## config.mk

```make
export PLATFORM = sky130hd
export DESIGN_NAME = tws_datapath
export DESIGN_NICKNAME = d
export VERILOG_FILES = /design/src/hdl/tws_pkg.sv /design/src/hdl/tws_ram.sv /design/src/hdl/tws_datapath.sv
export SDC_FILE = /design/constraint.sdc
export NUM_CORES = 2
export LEC_CHECK = 0
export ABC_AREA = 0
export BUFFER_PORTS_ARGS = -buffer_cell sky130_fd_sc_hd__buf_2
export CORE_AREA = 2 2 354 619
export DETAILED_ROUTE_END_ITERATION = 10
export DIE_AREA = 0 0 356 621
export PLACE_DENSITY = 0.73
export RECOVER_POWER = 25
export SYNTH_ARGS = -nofsm -noshare
export SYNTH_HDL_FRONTEND = slang
export SYNTH_HIERARCHICAL = 1
export SYNTH_SLANG_ARGS = --single-unit
```

## constraint.sdc

```tcl
create_clock -name clk_i -period 13.9 [get_ports clk_i]
set_clock_uncertainty 0.2 [all_clocks]
set_input_delay 1.39 -clock clk_i [delete_from_list [all_inputs] [get_ports clk_i]]
set_output_delay 1.39 -clock clk_i [all_outputs]
set_load 0.01 [all_outputs]
```

## src/hdl/tws_pkg.sv

```systemverilog
package tws_pkg;

  localparam int unsigned MaxWindows = 16;
  localparam int unsigned IdxW       = 4;
  localparam int unsigned CntW       = 5;
  localparam int unsigned SampleW    = 24;
  localparam int unsigned SumW       = 28;
  localparam int unsigned SxxW       = 63;
  localparam int unsigned TimeW      = 32;

  typedef enum logic [1:0] {
    StAccepted = 2'd0,
    StStale    = 2'd1,
    StResetDone = 2'd2
  } status_e;

  typedef enum logic [2:0] {
    FsmIdle,
    FsmRead,
    FsmDiv,
    FsmCalc,
    FsmWrite,
    FsmEmitRd,
    FsmEmit,
    FsmSingle
  } fsm_e;

  // Controller to datapath commands.
  typedef struct packed {
    logic            load;      // capture sample
    logic            div_start; // begin dx / (idx+2)
    logic            calc;      // form new mean, sum, product
    logic            wr;        // write window idx+1 from computed values
    logic            wr_first;  // write window 0 from sample
    logic [IdxW-1:0] idx;
  } dp_cmd_t;

  typedef struct packed {
    logic div_done;
  } dp_sts_t;

  // Signed divide result widths: dx fits 26 bits.
  localparam int unsigned DxW = 26;

endpackage

```

## src/hdl/tws_ram.sv

```systemverilog
module tws_ram #(
  parameter int unsigned Width = 8,
  parameter int unsigned Depth = 16
) (
  input  logic                     clk_i,
  input  logic                     we_i,
  input  logic [$clog2(Depth)-1:0] waddr_i,
  input  logic [Width-1:0]         wdata_i,
  input  logic [$clog2(Depth)-1:0] raddr_i,
  output logic [Width-1:0]         rdata_o
);
  logic [Width-1:0] mem_q [Depth];

  always_ff @(posedge clk_i) begin
    if (we_i) begin
      mem_q[waddr_i] <= wdata_i;
    end
    rdata_o <= mem_q[raddr_i];
  end
endmodule

```

## src/hdl/tws_datapath.sv

```systemverilog
module tws_datapath (
  input  logic                                clk_i,
  input  logic                                rst_ni,
  input  tws_pkg::dp_cmd_t                    cmd_i,
  output tws_pkg::dp_sts_t                    sts_o,
  input  logic signed [tws_pkg::SampleW-1:0]  sample_i,
  output logic signed [tws_pkg::SumW-1:0]     sum_o,
  output logic signed [tws_pkg::SampleW-1:0]  mean_o,
  output logic [tws_pkg::SxxW-1:0]            sxx_o
);
  localparam int unsigned DxW  = tws_pkg::DxW;
  localparam int unsigned QW   = DxW;
  localparam logic [tws_pkg::SxxW-1:0] SxxMax = '1;

  logic signed [tws_pkg::SampleW-1:0] x_q;
  logic signed [tws_pkg::SumW-1:0]    rd_sum;
  logic signed [tws_pkg::SampleW-1:0] rd_mean;
  logic [tws_pkg::SxxW-1:0]           rd_sxx;

  logic signed [tws_pkg::SumW-1:0]    wsum;
  logic signed [tws_pkg::SampleW-1:0] wmean;
  logic [tws_pkg::SxxW-1:0]           wsxx;
  logic [tws_pkg::IdxW-1:0]           waddr;
  logic                               we;

  // Restoring divider state
  logic [DxW-1:0]  num_q;
  logic [5:0]      den_q;
  logic [DxW:0]    rem_q;
  logic [QW-1:0]   quo_q;
  logic            neg_q;
  logic [4:0]      cnt_q;
  logic            busy_q;
  logic signed [DxW-1:0] dx_q;

  logic signed [DxW-1:0]  dx;
  logic [DxW:0]           rem_sh;
  logic signed [DxW+1:0]  step;
  logic signed [DxW+1:0]  mraw;
  logic signed [tws_pkg::SampleW-1:0] m_new;
  logic signed [DxW+1:0]  xm;
  logic signed [2*DxW+1:0] prod_n;
  logic signed [2*DxW+3:0] prod;
  logic signed [tws_pkg::SumW:0] sraw;

  logic signed [tws_pkg::SampleW-1:0] m_q;
  logic signed [tws_pkg::SumW-1:0]    s_q;
  logic signed [2*DxW+3:0]            prod_q;
  logic [tws_pkg::SxxW:0]             sxx_add;
  logic [tws_pkg::SxxW-1:0]           sxx_next;
  logic [2*DxW+3:0]                   mag;

  tws_ram #(.Width(tws_pkg::SumW), .Depth(tws_pkg::MaxWindows)) u_sum (
    .clk_i, .we_i(we), .waddr_i(waddr), .wdata_i(wsum),
    .raddr_i(cmd_i.idx), .rdata_o(rd_sum));
  tws_ram #(.Width(tws_pkg::SampleW), .Depth(tws_pkg::MaxWindows)) u_mean (
    .clk_i, .we_i(we), .waddr_i(waddr), .wdata_i(wmean),
    .raddr_i(cmd_i.idx), .rdata_o(rd_mean));
  tws_ram #(.Width(tws_pkg::SxxW), .Depth(tws_pkg::MaxWindows)) u_sxx (
    .clk_i, .we_i(we), .waddr_i(waddr), .wdata_i(wsxx),
    .raddr_i(cmd_i.idx), .rdata_o(rd_sxx));

  assign sum_o  = rd_sum;
  assign mean_o = rd_mean;
  assign sxx_o  = rd_sxx;

  always_ff @(posedge clk_i) begin
    if (cmd_i.load) begin
      x_q <= sample_i;
    end
  end

  assign dx = DxW'(x_q) - DxW'(rd_mean);
  assign rem_sh = {rem_q[DxW-1:0], num_q[DxW-1]};

  always_ff @(posedge clk_i or negedge rst_ni) begin
    if (!rst_ni) begin
      busy_q <= 1'b0;
      cnt_q  <= '0;
    end else if (cmd_i.div_start) begin
      busy_q <= 1'b1;
      cnt_q  <= 5'(DxW - 1);
    end else if (busy_q) begin
      if (cnt_q == '0) begin
        busy_q <= 1'b0;
      end else begin
        cnt_q <= cnt_q - 5'd1;
      end
    end
  end

  always_ff @(posedge clk_i) begin
    if (cmd_i.div_start) begin
      dx_q  <= dx;
      neg_q <= dx[DxW-1];
      num_q <= dx[DxW-1] ? DxW'(-dx) : DxW'(dx);
      den_q <= 6'({1'b0, cmd_i.idx} + 5'd2);
      rem_q <= '0;
      quo_q <= '0;
    end else if (busy_q) begin
      num_q <= {num_q[DxW-2:0], 1'b0};
      if (rem_sh >= (DxW+1)'(den_q)) begin
        rem_q <= rem_sh - (DxW+1)'(den_q);
        quo_q <= {quo_q[QW-2:0], 1'b1};
      end else begin
        rem_q <= rem_sh;
        quo_q <= {quo_q[QW-2:0], 1'b0};
      end
    end
  end

  assign sts_o.div_done = !busy_q;

  always_comb begin
    step = neg_q ? -(DxW+2)'($signed({1'b0, quo_q})) : (DxW+2)'($signed({1'b0, quo_q}));
    mraw = (DxW+2)'(rd_mean) + step;
    if (mraw > (DxW+2)'(24'sh7FFFFF)) begin
      m_new = 24'sh7FFFFF;
    end else if (mraw < -(DxW+2)'(24'sh7FFFFF) - (DxW+2)'(1)) begin
      m_new = 24'sh800000;
    end else begin
      m_new = mraw[tws_pkg::SampleW-1:0];
    end
    xm     = (DxW+2)'(x_q) - (DxW+2)'(m_new);
    // 26 x 28 signed product; both operands stay within 25 bits of magnitude.
    prod_n = dx_q * xm;
    prod   = (2*DxW+4)'(prod_n);
    sraw   = (tws_pkg::SumW+1)'(rd_sum) + (tws_pkg::SumW+1)'(x_q);
  end

  always_ff @(posedge clk_i) begin
    if (cmd_i.calc) begin
      m_q    <= m_new;
      prod_q <= prod;
      if (sraw > (tws_pkg::SumW+1)'(28'sh7FFFFFF)) begin
        s_q <= 28'sh7FFFFFF;
      end else if (sraw < -(tws_pkg::SumW+1)'(28'sh7FFFFFF) - (tws_pkg::SumW+1)'(1)) begin
        s_q <= 28'sh8000000;
      end else begin
        s_q <= sraw[tws_pkg::SumW-1:0];
      end
    end
  end

  always_comb begin
    mag     = prod_q[2*DxW+3] ? (2*DxW+4)'(-prod_q) : prod_q;
    sxx_add = {1'b0, rd_sxx} + (tws_pkg::SxxW+1)'(mag);
    if (!prod_q[2*DxW+3]) begin
      sxx_next = sxx_add[tws_pkg::SxxW] ? SxxMax : sxx_add[tws_pkg::SxxW-1:0];
    end else begin
      sxx_next = (rd_sxx > tws_pkg::SxxW'(mag)) ? rd_sxx - tws_pkg::SxxW'(mag) : '0;
    end
  end

  always_comb begin
    we    = cmd_i.wr | cmd_i.wr_first;
    waddr = cmd_i.wr_first ? '0 : cmd_i.idx + tws_pkg::IdxW'(1);
    wsum  = cmd_i.wr_first ? tws_pkg::SumW'(x_q) : s_q;
    wmean = cmd_i.wr_first ? x_q : m_q;
    wsxx  = cmd_i.wr_first ? '0 : sxx_next;
  end
endmodule

```

==> flow_summary.ini <==
[run_status]
status = finished with violations
failed_checks = capacitance limit, slew limit, setup timing

[route]
dr.pass1.iters = 6
wl_per_cell_um = 29.0
drt-initial-drc-count = 7074
ant_nets = 0
drc = 0
routed_wl_um = 353000
viasPerCell = 6.23
num_vias = 75900

[timing]
rsz0062_at_grt = yes
setup_ws_ns = -0.377
period_share_pct = 103
relSlewSlack_pct = -240
worst_slew_pin_slew_ns = 5.10
finalCriticalPeriod_ns = 14.28
clock.fmax_mhz = 70.0
drv_slew = 469
final_hold_viol_count = 0
setup_violations = 11
whs_ns = 0.238

[worst_setup_path]
crit_family = adder cells
crit_path_end_kind = flop
worstPathRequired_ns = 14.26
slowest_stage = or4b_4
crit_type = reg2reg
crit_arrival_ns = 14.64
critPathMaxFanout = 5
r2r_setup_slack_ns = -0.38
cpPeakStageDelay_ns = 0.58
r2r_cells = 64
r2r_end = prod_q[49]$_DFFE_PP_
critical_path_buf_inv_count = 10
timing.rr.start = quo_q[0]$_SDFFE_PP0P_
startpoint_type = flop

[layout]
layout-drive-gt1-share_pct = 19.5
fill_cells = 16000
postLayoutCellArea_mm2 = 0.134
nets = 10200
finish.utilization_pct = 62.1
syn_to_final_growth_pct = 13.4

[synthesis]
ys_async_sr_fraction_pct = 0.273
synth_edf_count = 2022
seq_area_frac_synth_pct = 54.2
yosys_warnings = 6
ys_types = 101
postSynthAreaPerCell_um2 = 13.8
synth_ff_type = edfxtp_1
synth_cells = 8553
synthesis.area_mm2 = 0.118
yosys_register_bits = 2195

[die]
dieArea_mm2 = 0.221
io_pins = 151
row_count = 226
die_w_um = 356
core_mm2 = 0.216
dieHeight_um = 621
start_util_pct = 54.8

[global_route]
grt_overflow = 0
grt_use_total_pct = 31.8
grt_pass1_vias = 79900
grt_max_degree = 146
antenna_found_initial = 8
grt_pass1_wl_um = 512000

[placement]
placed_area_mm2 = 0.126
pre_cts_ws_ns = -1.09
dp_hpwl_um = 235000
io_buffer_count = 150
gp_congestion = 1.02

[clock_tree]
cts_made_buffers = 192
cts_tree = yes
cts-htree-levels = 4
clk_pin_slew_worst_paths_ns = 0.06
clk_latency_ns = 0.90
cts.sinks = 2195
clockRootBuffer = clkbuf_16
ctsHoldBuffers = 0
cts_buffer_depth = 4

[flow_run]
maxCapViolations = 9

[hold_path]
min_path_type = in2async
## per-layer routing
metal / vias up / share of wire (%) / GRT usage [%]
met3: 1296 / 7.1 / 4.81
met1: 38600 / 32 / 34.1
met4: 2 / 9.6 / 24.7
met2: 3896 / 51 / 55.8
li1: 32200 / - / -
met5: - / 0.0037 / 0
## timing repair
action / in CTS / in global routing
cloned: 1 / 2
endpoints found under the setup margin: 23 / 25
gates resized for setup: 125 / 184
buffers inserted: 43 / 42
endpoints found under the hold margin: 0 / 0
pin swaps: 113 / 128
## cells in the final DEF (no fill, tap or decap), types with 64 or more instances in the layout
master / n
o21ai_0: 234
mux4_2: 442
fa_1: 628
a22oi_1: 232
nor3_1: 79
o21bai_1: 64
ha_1: 346
clkbuf_16: 197
and2_1: 180
nor2b_1: 86
nor2_1: 321
nand2_1: 694
inv_1: 906
a21oi_1: 365
clkbuf_1: 124
nand3_1: 64
xnor2_1: 192
edfxtp_1: 2022
buf_2: 117
dfxtp_1: 164
a21o_1: 85
buf_4: 547
## cell usage after synthesis, types with 33 or more instances
| cell | instances | area, µm² |
|---|---|---|
| edfxtp_1 | 2022 | 60700 |
| inv_1 | 943 | 3540 |
| nand2_1 | 719 | 2700 |
| fa_1 | 665 | 13300 |
| mux4_2 | 442 | 9950 |
| a21oi_1 | 390 | 1950 |
| ha_1 | 369 | 4620 |
| nor2_1 | 369 | 1390 |
| clkbuf_1 | 310 | 1160 |
| o21ai_0 | 249 | 1250 |
| a22oi_1 | 233 | 1750 |
| xnor2_1 | 212 | 1860 |
| and2_1 | 190 | 1190 |
| dfxtp_1 | 167 | 3340 |
| nor2b_1 | 94 | 588 |
| nor3_1 | 94 | 470 |
| a21o_1 | 86 | 646 |
| nand3_1 | 67 | 335 |
| o21bai_1 | 65 | 488 |
| nand2b_1 | 64 | 400 |
| xor2_1 | 64 | 561 |
| a211oi_1 | 46 | 345 |
| or3_1 | 40 | 250 |
| o31ai_1 | 38 | 285 |
| nor4_1 | 36 | 225 |
| mux2i_1 | 33 | 330 |
## layout make-up
type,instances,area (µm²),share of cell area [%]
flip-flops and latches,2195,64200,47.8
repair buffers,819,6060,4.51
inverters,948,3560,2.65
diodes,9,22.5,0.0168
multi-input cells,5017,50500,37.6
clock inverters,101,1160,0.868
well taps,2850,3570,2.66
clock buffers,244,5190,3.87
## flip-flops by register name, summed over array words and instances, names as in the netlist, 26 cells and up
register       cells
num_q             26
prod_q            50
quo_q             26
rem_q             26
s_q               28
u_mean/mem_q     384
u_sum/mem_q      448
u_sum/rdata_o     28
u_sxx/mem_q     1008
u_sxx/rdata_o     63
## how the worst max path moves through the flow
| stage | startpoint | end | cells past startpoint | slack [ns] |
|---|---|---|---|---|
| floorplan | quo_q[0]$_SDFFE_PP0P_ | prod_q[49]$_DFFE_PP_ | 62 | 0.009 |
| global placement | quo_q[0]$_SDFFE_PP0P_ | prod_q[49]$_DFFE_PP_ | 61 | -1.03 |
| detailed placement | quo_q[0]$_SDFFE_PP0P_ | prod_q[49]$_DFFE_PP_ | 60 | -1.09 |
| CTS | quo_q[5]$_SDFFE_PP0P_ | prod_q[49]$_DFFE_PP_ | 58 | -0.42 |
| global route | quo_q[2]$_SDFFE_PP0P_ | prod_q[49]$_DFFE_PP_ | 63 | -0.96 |
| finish | quo_q[0]$_SDFFE_PP0P_ | prod_q[49]$_DFFE_PP_ | 64 | -0.38 |
## per-stage QoR
stage	TNS, ns	instances
6_report	-2.97	12200
5_1_grt	-12.10	12200
4_1_cts	-2.96	12100
3_5_place_dp	-13.68	11700
3_3_place_gp	-11.06	11700
2_1_floorplan	0	8563
## cell families (layout without fill, tap and decap cells)
| group | Yosys count | in the layout | synth area share [%] |
|---|---|---|---|
| AOI/OAI and AO/OA | 1379 | 1379 | 7.58 |
| xor gates and xnor gates | 277 | 277 | 2.06 |
| DFF | 2195 | 2195 | 54.2 |
| and+or+nand+nor | 1810 | 1810 | 7.20 |
| muxes | 500 | 500 | 9.15 |
| adders and majority gates | 1039 | 1039 | 15.2 |
| buffers and inverters | 1351 | 2112 | 4.59 |
| other | 2 | 21 | 0.00634 |
Power is left out: the tool's default activity adds up to more than one toggle a clock period on the data nets, which glitch-free logic cannot reach.
