===== src/hdl/tws_pkg.sv =====
package tws_pkg;

  localparam int unsigned MaxWindows = 16;
  localparam int unsigned IdxW       = 4;
  localparam int unsigned CntW       = 5;
  localparam int unsigned SampleW    = 24;
  localparam int unsigned SumW       = 28;
  localparam int unsigned SxxW       = 63;
  localparam int unsigned TimeW      = 32;

  typedef enum logic [1:0] {
    StAccepted = 2'd0,
    StStale    = 2'd1,
    StResetDone = 2'd2
  } status_e;

  typedef enum logic [2:0] {
    FsmIdle,
    FsmRead,
    FsmDiv,
    FsmCalc,
    FsmWrite,
    FsmEmitRd,
    FsmEmit,
    FsmSingle
  } fsm_e;

  // Controller to datapath commands.
  typedef struct packed {
    logic            load;      // capture sample
    logic            div_start; // begin dx / (idx+2)
    logic            calc;      // form new mean, sum, product
    logic            wr;        // write window idx+1 from computed values
    logic            wr_first;  // write window 0 from sample
    logic [IdxW-1:0] idx;
  } dp_cmd_t;

  typedef struct packed {
    logic div_done;
  } dp_sts_t;

  // Signed divide result widths: dx fits 26 bits.
  localparam int unsigned DxW = 26;

endpackage


===== src/hdl/tws_ctrl.sv =====
module tws_ctrl (
  input  logic                          clk_i,
  input  logic                          rst_ni,
  input  logic [tws_pkg::CntW-1:0]      window_count_i,
  input  logic                          in_valid_i,
  output logic                          in_ready_o,
  input  logic                          mode_i,
  input  logic [tws_pkg::TimeW-1:0]     timestamp_i,
  output tws_pkg::dp_cmd_t              cmd_o,
  input  tws_pkg::dp_sts_t              sts_i,
  output logic                          out_valid_o,
  input  logic                          out_ready_i,
  output tws_pkg::status_e              status_o,
  output logic [tws_pkg::IdxW-1:0]      idx_o,
  output logic                          gap_o,
  output logic                          last_o,
  output logic                          data_zero_o
);
  tws_pkg::fsm_e state_q, state_d;
  logic [tws_pkg::IdxW-1:0] idx_q, idx_d, n1_q, n1_d;
  logic [tws_pkg::TimeW-1:0] last_time_q, last_time_d;
  logic time_valid_q, time_valid_d;
  logic gap_q, gap_d;
  tws_pkg::status_e st_q, st_d;
  logic [tws_pkg::IdxW-1:0] ncap;
  logic accept;

  always_comb begin
    if (window_count_i == '0) begin
      ncap = '0;
    end else if (window_count_i > tws_pkg::CntW'(tws_pkg::MaxWindows)) begin
      ncap = tws_pkg::IdxW'(tws_pkg::MaxWindows - 1);
    end else begin
      ncap = tws_pkg::IdxW'(window_count_i - tws_pkg::CntW'(1));
    end
  end

  always_ff @(posedge clk_i or negedge rst_ni) begin
    if (!rst_ni) begin
      state_q      <= tws_pkg::FsmIdle;
      idx_q        <= '0;
      n1_q         <= '0;
      last_time_q  <= '0;
      time_valid_q <= 1'b0;
      gap_q        <= 1'b0;
      st_q         <= tws_pkg::StAccepted;
    end else begin
      state_q      <= state_d;
      idx_q        <= idx_d;
      n1_q         <= n1_d;
      last_time_q  <= last_time_d;
      time_valid_q <= time_valid_d;
      gap_q        <= gap_d;
      st_q         <= st_d;
    end
  end

  assign in_ready_o = (state_q == tws_pkg::FsmIdle);
  assign accept     = in_valid_i && in_ready_o;

  always_comb begin
    state_d      = state_q;
    idx_d        = idx_q;
    n1_d         = n1_q;
    last_time_d  = last_time_q;
    time_valid_d = time_valid_q;
    gap_d        = gap_q;
    st_d         = st_q;
    cmd_o        = '0;
    cmd_o.idx    = idx_q;
    out_valid_o  = 1'b0;
    case (state_q)
      tws_pkg::FsmIdle: begin
        if (accept) begin
          cmd_o.load = 1'b1;
          if (mode_i) begin
            time_valid_d = 1'b0;
            last_time_d  = '0;
            st_d         = tws_pkg::StResetDone;
            state_d      = tws_pkg::FsmSingle;
          end else if (time_valid_q && timestamp_i <= last_time_q) begin
            st_d    = tws_pkg::StStale;
            state_d = tws_pkg::FsmSingle;
          end else begin
            gap_d = time_valid_q ? (timestamp_i != last_time_q + 32'd1)
                                 : (timestamp_i != '0);
            last_time_d  = timestamp_i;
            time_valid_d = 1'b1;
            st_d         = tws_pkg::StAccepted;
            n1_d         = ncap;
            if (ncap == '0) begin
              idx_d   = '0;
              state_d = tws_pkg::FsmWrite;
            end else begin
              // Walk windows downward so each reads the older neighbor.
              idx_d   = ncap - tws_pkg::IdxW'(1);
              state_d = tws_pkg::FsmRead;
            end
          end
        end
      end
      tws_pkg::FsmRead: begin
        cmd_o.div_start = 1'b0;
        state_d = tws_pkg::FsmDiv;
      end
      tws_pkg::FsmDiv: begin
        cmd_o.div_start = 1'b1;
        state_d = tws_pkg::FsmCalc;
      end
      tws_pkg::FsmCalc: begin
        if (sts_i.div_done) begin
          cmd_o.calc = 1'b1;
          state_d    = tws_pkg::FsmWrite;
        end
      end
      tws_pkg::FsmWrite: begin
        if (n1_q == '0 || idx_q == '1) begin
          cmd_o.wr_first = 1'b1;
          idx_d   = '0;
          state_d = tws_pkg::FsmEmitRd;
        end else begin
          cmd_o.wr = 1'b1;
          if (idx_q == '0) begin
            idx_d   = '1;
            state_d = tws_pkg::FsmWrite;
          end else begin
            idx_d   = idx_q - tws_pkg::IdxW'(1);
            state_d = tws_pkg::FsmRead;
          end
        end
      end
      tws_pkg::FsmEmitRd: begin
        state_d = tws_pkg::FsmEmit;
      end
      tws_pkg::FsmEmit: begin
        out_valid_o = 1'b1;
        if (out_ready_i) begin
          if (idx_q == n1_q) begin
            state_d = tws_pkg::FsmIdle;
          end else begin
            idx_d     = idx_q + tws_pkg::IdxW'(1);
            cmd_o.idx = idx_d;
            state_d   = tws_pkg::FsmEmit;
          end
        end
      end
      tws_pkg::FsmSingle: begin
        out_valid_o = 1'b1;
        if (out_ready_i) begin
          state_d = tws_pkg::FsmIdle;
        end
      end
      default: state_d = tws_pkg::FsmIdle;
    endcase
  end

  assign status_o    = st_q;
  assign data_zero_o = (state_q == tws_pkg::FsmSingle);
  assign idx_o       = data_zero_o ? '0 : idx_q;
  assign gap_o       = data_zero_o ? 1'b0 : gap_q;
  assign last_o      = data_zero_o || (idx_q == n1_q);
endmodule


===== config.mk =====
export PLATFORM = sky130hd
export DESIGN_NAME = tws_ctrl
export DESIGN_NICKNAME = d
export VERILOG_FILES = /design/src/hdl/tws_pkg.sv /design/src/hdl/tws_ctrl.sv
export SDC_FILE = /design/constraint.sdc
export NUM_CORES = 1
export LEC_CHECK = 0
export BUFFER_PORTS_ARGS = -buffer_cell sky130_fd_sc_hd__buf_2
export CAP_MARGIN = 30
export CORE_MARGIN = 1.5
export CORE_UTILIZATION = 40
export CTS_CLUSTER_SIZE = 16
export DETAILED_ROUTE_END_ITERATION = 8
export PLACE_DENSITY = 0.64
export RECOVER_POWER = 100
export SYNTH_ARGS = -nofsm -noshare
export SYNTH_HDL_FRONTEND = slang
export SYNTH_SLANG_ARGS = --single-unit

===== constraint.sdc =====
create_clock -name clk_i -period 7.6 [get_ports clk_i]
set_input_delay 1.52 -clock clk_i [delete_from_list [all_inputs] [get_ports clk_i]]
set_output_delay 1.52 -clock clk_i [all_outputs]
set_load 0.05 [all_outputs]

==> results of run 1 <==
path summary, 6_finish.rpt:
path	slack (ns)	from	to
max in group asynchronous	4.17	rst_ni	n1_q[3]$_DFFE_PN0P_
worst max-delay path	2.30	timestamp_i[30]	n1_q[1]$_DFFE_PN0P_
worst max register to register	3.10	last_time_q[15]$_DFFE_PN0P_	n1_q[1]$_DFFE_PN0P_
worst min-delay path	0.50	status_o[0]$_DFFE_PN0P_	status_o[0]$_DFFE_PN0P_
min in group asynchronous	1.43	rst_ni	last_time_q[24]$_DFFE_PN0P_
worst min register to register	0.50	status_o[0]$_DFFE_PN0P_	status_o[0]$_DFFE_PN0P_
worst max-delay path, cell delays in order:
cell and delay, ns:
clkbuf_1 0.13, ha_1 0.34, nand4_1 0.18, nor4_1 0.53
o31ai_1 0.18, a31o_1 0.39, nor2_1 1.07, clkbuf_1 0.73
mux2_2 0.42
cells by family after synthesis:
| group | synth area share (%) |
|---|---|
| AND/OR/NAND/NOR | 23.0 |
| AO/OA/AOI/OAI | 23.8 |
| buffers and inverters | 5.68 |
| XOR/XNOR | 9.25 |
| flip-flops | 26.4 |
| adder cells (fa/ha/maj) | 10.6 |
| multiplexers | 1.24 |
flip-flops by register name, indices dropped and copies added (netlist names):
name          count
gap_q             1
idx_q             4
last_time_q      32
n1_q              4
state_q           3
status_o          2
time_valid_q      1
cells in the mapped netlist, types with 3 or more instances:
cell | n | share of area (%)
a2111oi_0 | 3 | 0.59
a211oi_1 | 4 | 0.67
a21boi_0 | 3 | 0.51
a21o_1 | 3 | 0.51
a21oi_1 | 28 | 3.1
a22o_1 | 33 | 6.5
a31o_2 | 4 | 0.79
a31oi_1 | 6 | 0.84
and2_1 | 4 | 0.56
and3_1 | 3 | 0.42
and4_1 | 3 | 0.59
clkbuf_1 | 22 | 1.9
dfrtp_1 | 47 | 26
ha_1 | 36 | 10
inv_1 | 42 | 3.5
mux2_2 | 4 | 1.0
nand2_1 | 35 | 3.0
nand2b_1 | 4 | 0.56
nand3_1 | 15 | 1.7
nand4_1 | 23 | 3.2
nor2_1 | 36 | 3.0
nor2b_1 | 5 | 0.70
nor3_1 | 17 | 1.9
nor3b_1 | 4 | 0.67
nor4_1 | 17 | 2.4
o21a_1 | 4 | 0.67
o21ai_0 | 21 | 2.4
o22ai_1 | 3 | 0.42
o311ai_0 | 3 | 0.59
o31ai_1 | 5 | 0.84
or2_2 | 3 | 0.42
or3_1 | 5 | 0.70
or4_1 | 5 | 0.84
xnor2_1 | 25 | 4.9
xor2_1 | 22 | 4.3
routing by layer:
metal  vias up  global-route usage, %  share of wire, %
li1       2120                      -                 -
met1      2103                   31.9                47
met2       149                   35.4                46
met3        11                   2.95               6.5
met4         0                   5.73               1.3
met5         -                      0                 0
layout make-up:
cell class / instances / area (µm²) / area share [%]
clock buffer: 5 / 68.8 / 1.39
clock inverter: 3 / 67.6 / 1.36
inverter: 43 / 161 / 3.25
multi-input combinational: 427 / 3030 / 60.9
sequential: 47 / 1180 / 23.7
tap: 140 / 175 / 3.53
timing repair buffer: 65 / 292 / 5.87
power groups by stage:
stage,logic [mW],clock network [mW],registers (mW)
finish,1.09,0.229,0.604
global route,1.21,0.241,0.630
CTS,1.10,0.232,0.600
detailed placement,1.09,0,0.605
global placement,1.07,0,0.597
floorplan,0.906,0,0.514
placed cells by master, fill, tap and decap left out, types with 25 or more instances in the layout:
cell type	n
inv_1	42
a22o_1	33
a21oi_1	28
clkbuf_1	27
nand2_1	35
dfrtp_1	47
nor2_1	36
xnor2_1	25
buf_2	38
ha_1	36
through the flow:
step | std cells | total power [mW] | utilization (%)
after CTS | 730 | 1.93 | 46.3
after detailed placement | 722 | 1.70 | 45.1
after floorplan | 541 | 1.42 | -
final | 730 | 1.92 | 45.8
after global routing | 730 | 2.08 | 45.8
after global placement | 721 | 1.67 | 44.9
==> impl_metrics.env, run 1 <==
export IMPL_avgRoutedWirePerCell_um=17.2
export IMPL_nets=668
export IMPL_finalSetupViolations=0
export IMPL_cts_made_buffers=5
export IMPL_ys_seq_area_share_pct=26.4
export IMPL_hold_path_class="flip-flop to flip-flop"
export IMPL_synth_edf_count=0
export IMPL_synthArstFlopShare_pct=100
export IMPL_p_clk_share_pct=11.9
export IMPL_gr_usage_all_layers_pct=22.3
export IMPL_drive_gt1_share_pct=10.3
export IMPL_slew_headroom_pct=-9.84
export IMPL_root_buffer="clkbuf_8"
export IMPL_antenna_cells=0
export IMPL_die_w_um=108
export IMPL_clk_latency_ns=0.32
export IMPL_status="complete, but fails checks"
export IMPL_power_switching_mw=0.985
export IMPL_dp_slack_ns=2.81
export IMPL_tns_ns=0
export IMPL_num_rows=38
export IMPL_synthDistinctLibCells=67
export IMPL_clock_path_buffers=2
export IMPL_netlist_area_um2=4450
export IMPL_fmaxAchievable_mhz=189
export IMPL_p_comb_share_pct=56.6
export IMPL_placed_area_um2=4890
export IMPL_dieArea_um2=11800
export IMPL_grt_pass1_wl_mm=20.7
export IMPL_vias=4383
export IMPL_synth_cells=541
export IMPL_die_h_um=108
export IMPL_maxSlewViolCount=62
export IMPL_ioPinCount=63
export IMPL_n_fill_cell=1131
export IMPL_powerDensity_nw_per_um2=387
export IMPL_drt_iter0_markers=296
export IMPL_yosys_warnings=0
export IMPL_seq_power_share_pct=31.5
export IMPL_drc=0
export IMPL_final_hold_viol_count=0
export IMPL_grt_pass1_vias=4071
export IMPL_ys_ff_latch=47
export IMPL_r2r_cells=10
export IMPL_setup_ws_ns=2.30
export IMPL_port_buffers=62
export IMPL_syn_nets=620
export IMPL_finalCriticalPeriod_ns=5.30
export IMPL_cap_violations=2
export IMPL_final_antenna_net_count=0
export IMPL_period_share_pct=69.7
export IMPL_vias_per_cell=6.00
export IMPL_area_growth_pct=11.6
export IMPL_holdBufCountCts=0
export IMPL_end_kind="flip-flop"
export IMPL_place_congestion=0.885
export IMPL_crit_required_ns=7.80
export IMPL_postCtsSetupRepairBufs=0
export IMPL_cell_internal_pwr_mw=0.936
export IMPL_critical_path_class="input pin to flip-flop"
export IMPL_rsz0062_at_grt="false"
export IMPL_cts_sinks=47
export IMPL_start_util_pct=41.1
export IMPL_syn_avg_cell_area_um2=8.23
export IMPL_dp_hpwl_mm=9.77
export IMPL_crit_path_start_kind="input pin"
export IMPL_overflow=0
export IMPL_cts_resized=0
export IMPL_hold_path_depth=1
export IMPL_vdd_drop_max_v=0.000200
export IMPL_drt_total_wl_mm=12.6
export IMPL_hold_ws_ns=0.505
export IMPL_crit_fanout=19
export IMPL_arrival_ns=5.50
export IMPL_antenna_found_initial=0
export IMPL_core_area_um2=10800
export IMPL_cts_tree="yes"
export IMPL_worstMarginPinSlew_ns=1.65
export IMPL_p_leak_nw=1.99
export IMPL_clk_pin_slew_worst_paths_ns=0.10
export IMPL_finClkSkew_ns=0.00865
export IMPL_synth_main_ff_cell="dfrtp_1"
export IMPL_post_route_cell_area_um2=4970
export IMPL_grt_max_degree=34
export IMPL_first_pass_iters=5
export IMPL_p_sw_share_pct=51.3
export IMPL_htree_num_levels=2
export IMPL_violations="capacitance limit, slew limit"
(Power assumes the default switching activity.)
==> inputs of run 2 (changes only) <==
Clock period 7.6 ns to 5.05 ns, I/O delays scaled along.
==> impl_metrics.env, run 2 (synthesized netlist as in run 1, its figures left out) <==
export IMPL_gr_usage_all_layers_pct=22.7
export IMPL_drt_total_wl_mm=13.0
export IMPL_final_hold_viol_count=0
export IMPL_dieArea_um2=11800
export IMPL_finClkSkew_ns=0.0128
export IMPL_n_fill_cell=1124
export IMPL_postCtsSetupRepairBufs=0
export IMPL_seq_power_share_pct=32.8
export IMPL_cts_tree="yes"
export IMPL_period_share_pct=79.4
export IMPL_cell_internal_pwr_mw=1.31
export IMPL_status="complete, but fails checks"
export IMPL_finalSetupViolations=0
export IMPL_overflow=0
export IMPL_nets=669
export IMPL_maxSlewViolCount=30
export IMPL_grt_pass1_wl_mm=21.0
export IMPL_arrival_ns=4.26
export IMPL_area_growth_pct=10.5
export IMPL_p_leak_nw=1.98
export IMPL_antenna_found_initial=1
export IMPL_antenna_cells=0
export IMPL_cts_resized=0
export IMPL_powerDensity_nw_per_um2=568
export IMPL_avgRoutedWirePerCell_um=17.8
export IMPL_grt_max_degree=30
export IMPL_regToRegEndpoint="last_time_q[12]$_DFFE_PN0P_"
export IMPL_power_switching_mw=1.48
export IMPL_drc=0
export IMPL_cap_violations=1
export IMPL_hold_end="status_o[1]$_DFFE_PN0P_"
export IMPL_cts_sinks=47
export IMPL_num_rows=38
export IMPL_final_antenna_net_count=0
export IMPL_cts_made_buffers=5
export IMPL_dp_hpwl_mm=10.1
export IMPL_vdd_drop_max_v=0.000358
export IMPL_ioPinCount=63
export IMPL_placed_area_um2=4890
export IMPL_root_buffer="clkbuf_8"
export IMPL_crit_required_ns=5.30
export IMPL_reg2reg_slack_ns=1.27
export IMPL_rsz0062_at_grt="false"
export IMPL_ff_latch_area_um2=1180
export IMPL_crit_fanout=17
export IMPL_critical_path_class="input pin to flip-flop"
export IMPL_largest_register_ffs=32
export IMPL_end_kind="flip-flop"
export IMPL_drt_iter0_markers=366
export IMPL_port_buffers=62
export IMPL_fmaxAchievable_mhz=249
export IMPL_p_comb_share_pct=59.0
export IMPL_place_congestion=0.895
export IMPL_tns_ns=0
export IMPL_r2r_cells=10
export IMPL_worstHoldStart="status_o[1]$_DFFE_PN0P_"
export IMPL_finalCriticalPeriod_ns=4.01
export IMPL_reg_top3="last_time_q (32), idx_q (4), n1_q (4)"
export IMPL_first_pass_iters=5
export IMPL_slew_headroom_pct=-6.56
export IMPL_post_route_cell_area_um2=4920
export IMPL_vias_per_cell=6.24
export IMPL_clk_latency_ns=0.31
export IMPL_clk_pin_slew_worst_paths_ns=0.09
export IMPL_die_w_um=108
export IMPL_clock_path_buffers=2
export IMPL_p_clk_share_pct=8.2
export IMPL_final_common_cell="dfrtp_1"
export IMPL_crit_path_start_kind="input pin"
export IMPL_holdBufCountCts=0
export IMPL_worstMarginPinSlew_ns=1.60
export IMPL_r2r_start="last_time_q[5]$_DFFE_PN0P_"
export IMPL_core_area_um2=10800
export IMPL_hold_path_class="flip-flop to flip-flop"
export IMPL_p_sw_share_pct=53.1
export IMPL_vias=4563
export IMPL_htree_num_levels=2
export IMPL_multi_input_area_um2=3030
export IMPL_largest_register="last_time_q"
export IMPL_start_util_pct=41.1
export IMPL_grt_pass1_vias=4155
export IMPL_drive_gt1_share_pct=10.3
export IMPL_final_cell_mix="dfrtp_1 (47), inv_1 (42), buf_2 (39)"
export IMPL_hold_path_depth=2
export IMPL_violations="capacitance limit, slew limit"
export IMPL_die_h_um=108
## run 2: cell types whose count changed in the layout (fill, tap and decap cells not counted)
| cell | change |
|---|---|
| clkbuf_1 | +1 |
| and2_0 | +1 |
| buf_2 | +1 |
| clkinvlp_4 | -1 |
| buf_4 | +1 |
| bufinv_16 | -2 |
| clkinv_2 | +1 |
| and2_1 | -1 |
## run 2: final cells by class
type | instances | area share, %
multi-input combinational | 427 | 61.5
sequential | 47 | 23.9
timing repair buffer | 66 | 6.10
tap | 140 | 3.56
inverter | 43 | 3.28
clock buffer | 7 | 1.55
clock inverter | 1 | 0.102
## run 2: worst max path at each step
stage                                  end  cells after the start                    from
6_report       last_time_q[12]$_DFFE_PN0P_                     10          timestamp_i[7]
5_1_grt         last_time_q[1]$_DFFE_PN0P_                     10         timestamp_i[30]
4_1_cts                           cmd_o[3]                      7    idx_q[2]$_DFFE_PN0P_
3_5_place_dp    last_time_q[9]$_DFFE_PN0P_                     10          timestamp_i[7]
3_3_place_gp    last_time_q[6]$_DFFE_PN0P_                     10         timestamp_i[19]
2_1_floorplan                     cmd_o[8]                      4  state_q[1]$_DFFE_PN0P_
## run 2: layer usage
metal  vias up  track usage [%]  wire (µm)
li1       2125                -          -
met1      2233             31.8       6030
met2       180             36.2       5840
met3        25             3.62        910
met4         0             5.73        262
met5         -                0          0
## run 2: through the flow
step / util (%) / total power, mW / cells / hold slack (ns) / setup slack (ns)
2_1_floorplan: - / 2.14 / 541 / 0.463 / 1.47
3_3_place_gp: 45.0 / 2.51 / 722 / 0.489 / 1.27
3_5_place_dp: 45.1 / 2.57 / 723 / 0.481 / 1.19
4_1_cts: 45.9 / 2.81 / 731 / 0.504 / 1.27
5_1_grt: 45.4 / 3.03 / 731 / 0.550 / 0.873
6_report: 45.4 / 2.80 / 731 / 0.509 / 1.04
## run 2: power groups by stage
stage,combinational (mW),clock (mW),sequential [mW]
finish,1.65,0.229,0.918
global route,1.82,0.254,0.954
CTS,1.66,0.239,0.909
detailed placement,1.65,0,0.914
global placement,1.61,0,0.906
floorplan,1.36,0,0.774
## run 2: critical path, cell delays in order
cell	delay [ns]
buf_2	0.14
ha_1	0.33
a21oi_1	0.15
o21ai_0	0.13
a221o_1	0.37
o31ai_1	0.35
a21oi_1	0.13
o21ai_2	0.65
clkbuf_1	0.74
a22o_1	0.26
==> inputs of run 3 (changes only) <==
Settings changed: PLACE_DENSITY 0.64 to 0.66.
Clock period 5.05 ns to 3.62 ns, I/O delays scaled along.
==> impl_metrics.env, run 3 (synthesized netlist as in run 1, its figures left out) <==
export IMPL_status="completed"
export IMPL_crit_slowest_cell="dfrtp_1"
export IMPL_avgRoutedWirePerCell_um=17.0
export IMPL_crit_path_start_kind="flip-flop"
export IMPL_gr_usage_all_layers_pct=21.7
export IMPL_root_buffer="clkbuf_8"
export IMPL_holdBufCountCts=0
export IMPL_cts_sinks=47
export IMPL_grt_max_degree=33
export IMPL_drt_iter0_markers=286
export IMPL_worstMarginPinSlew_ns=1.45
export IMPL_crit_fanout=16
export IMPL_dp_hpwl_mm=9.84
export IMPL_final_common_cell="dfrtp_1"
export IMPL_vdd_drop_max_v=0.000539
export IMPL_antenna_found_initial=0
export IMPL_final_cell_mix="dfrtp_1 (47), inv_1 (42), buf_2 (40)"
export IMPL_critical_path_class="flip-flop to primary output"
export IMPL_end_kind="primary output"
export IMPL_dieArea_um2=11800
export IMPL_htree_num_levels=2
export IMPL_grt_pass1_vias=4071
export IMPL_core_area_um2=10800
export IMPL_nets=671
export IMPL_port_buffers=62
export IMPL_final_antenna_net_count=0
export IMPL_grt_util_met2_pct=34.3
export IMPL_place_congestion=0.867
export IMPL_overflow=0
export IMPL_area_growth_pct=11.3
export IMPL_ioPinCount=63
export IMPL_slew_headroom_pct=3.48
export IMPL_rsz0062_at_grt="false"
export IMPL_vias=4487
export IMPL_period_share_pct=93.0
export IMPL_die_h_um=108
export IMPL_largest_register_ffs=32
export IMPL_first_pass_iters=5
export IMPL_hold_ws_ns=0.526
export IMPL_final_hold_viol_count=0
export IMPL_clk_pin_slew_worst_paths_ns=0.10
export IMPL_finClkSkew_ns=0.0104
export IMPL_largest_register="last_time_q"
export IMPL_arrival_ns=2.64
export IMPL_reg_top3="last_time_q (32), idx_q (4), n1_q (4)"
export IMPL_maxSlewViolCount=0
export IMPL_cts_resized=0
export IMPL_vias_per_cell=6.12
export IMPL_fmaxAchievable_mhz=297
export IMPL_cpMostUsedCell="nand2_1"
export IMPL_finalCriticalPeriod_ns=3.37
export IMPL_postCtsSetupRepairBufs=0
export IMPL_drt_total_wl_mm=12.5
export IMPL_powerDensity_nw_per_um2=789
export IMPL_cts_made_buffers=5
export IMPL_cts_tree="yes"
export IMPL_finalSetupViolations=0
export IMPL_drive_gt1_share_pct=11.6
export IMPL_clock_path_buffers=2
export IMPL_busiest_layer="met2"
export IMPL_tns_ns=0
export IMPL_num_rows=38
export IMPL_die_w_um=108
export IMPL_cap_violations=0
export IMPL_grt_pass1_wl_mm=20.3
export IMPL_drc=0
export IMPL_crit_required_ns=2.90
export IMPL_start_util_pct=41.1
export IMPL_use_met1_pct=30.4
export IMPL_p_leak_nw=2.00
export IMPL_antenna_cells=0
export IMPL_path_cells="nor2b_1 > nand2_1 > nor3b_1 > nand2_1 > xnor2_1 > clkbuf_2"
export IMPL_max_stage_delay_ns=0.61
export IMPL_use_met3_pct=3.44
export IMPL_clk_latency_ns=0.31
export IMPL_hold_path_class="flip-flop to flip-flop"
## run 3: worst paths after layout
| check | start | to | slack (ns) | cells after the start |
|---|---|---|---|---|
| min in group asynchronous | rst_ni | last_time_q[25]$_DFFE_PN0P_ | 0.62 | 1 |
| setup / recovery | state_q[2]$_DFFE_PN0P_ | cmd_o[2] | 0.25 | 6 |
| hold reg to reg | gap_q$_DFFE_PN0P_ | gap_q$_DFFE_PN0P_ | 0.53 | 2 |
| hold / removal | gap_q$_DFFE_PN0P_ | gap_q$_DFFE_PN0P_ | 0.53 | 2 |
| max in group asynchronous | rst_ni | time_valid_q$_DFFE_PN0P_ | 1.10 | 2 |
| setup reg to reg | last_time_q[19]$_DFFE_PN0P_ | last_time_q[13]$_DFFE_PN0P_ | 0.34 | 10 |
## run 3: worst max-delay path: cells and delay by family, from the launching register on
family                 cells  cell delay, ns
AND/OR/NAND/NOR            4            1.26
flip-flops                 1            0.61
XOR/XNOR                   1            0.15
buffers and inverters      1            0.29
## run 3: layout make-up
cell class / instances / area, µm²
Clock buffer: 5 / 68.8
Clock inverter: 3 / 25.0
Fill cell: 1086 / 5890
Inverter: 43 / 161
Multi-Input combinational cell: 427 / 3030
Sequential cell: 47 / 1180
Tap cell: 140 / 175
Timing Repair Buffer: 68 / 320
## run 3: where the power goes
group          internal [mW]  total (mW)  switching [mW]
Sequential             0.785        1.28           0.490
Combinational          0.923        2.29            1.37
Clock                  0.139       0.338           0.200
## run 3: layer usage
metal	part of all wire (%)	vias to the layer above
met2	44	179
met1	46	2153
met4	1.9	0
met3	7.5	23
li1	-	2132
met5	0	-
## run 3: per-stage QoR
| step | setup slack (ns) | power (mW) | cell area, µm² | util (%) | std cells |
|---|---|---|---|---|---|
| after global routing | 0.0228 | 4.24 | 4950 | 45.7 | 733 |
| after CTS | 0.290 | 3.92 | 5000 | 46.1 | 733 |
| after detailed placement | 0.219 | 3.57 | 4910 | 45.3 | 725 |
| after global placement | 0.266 | 3.51 | 4890 | 45.1 | 724 |
| final | 0.254 | 3.91 | 4950 | 45.7 | 733 |
| after floorplan | 0.208 | 2.98 | 4450 | - | 541 |
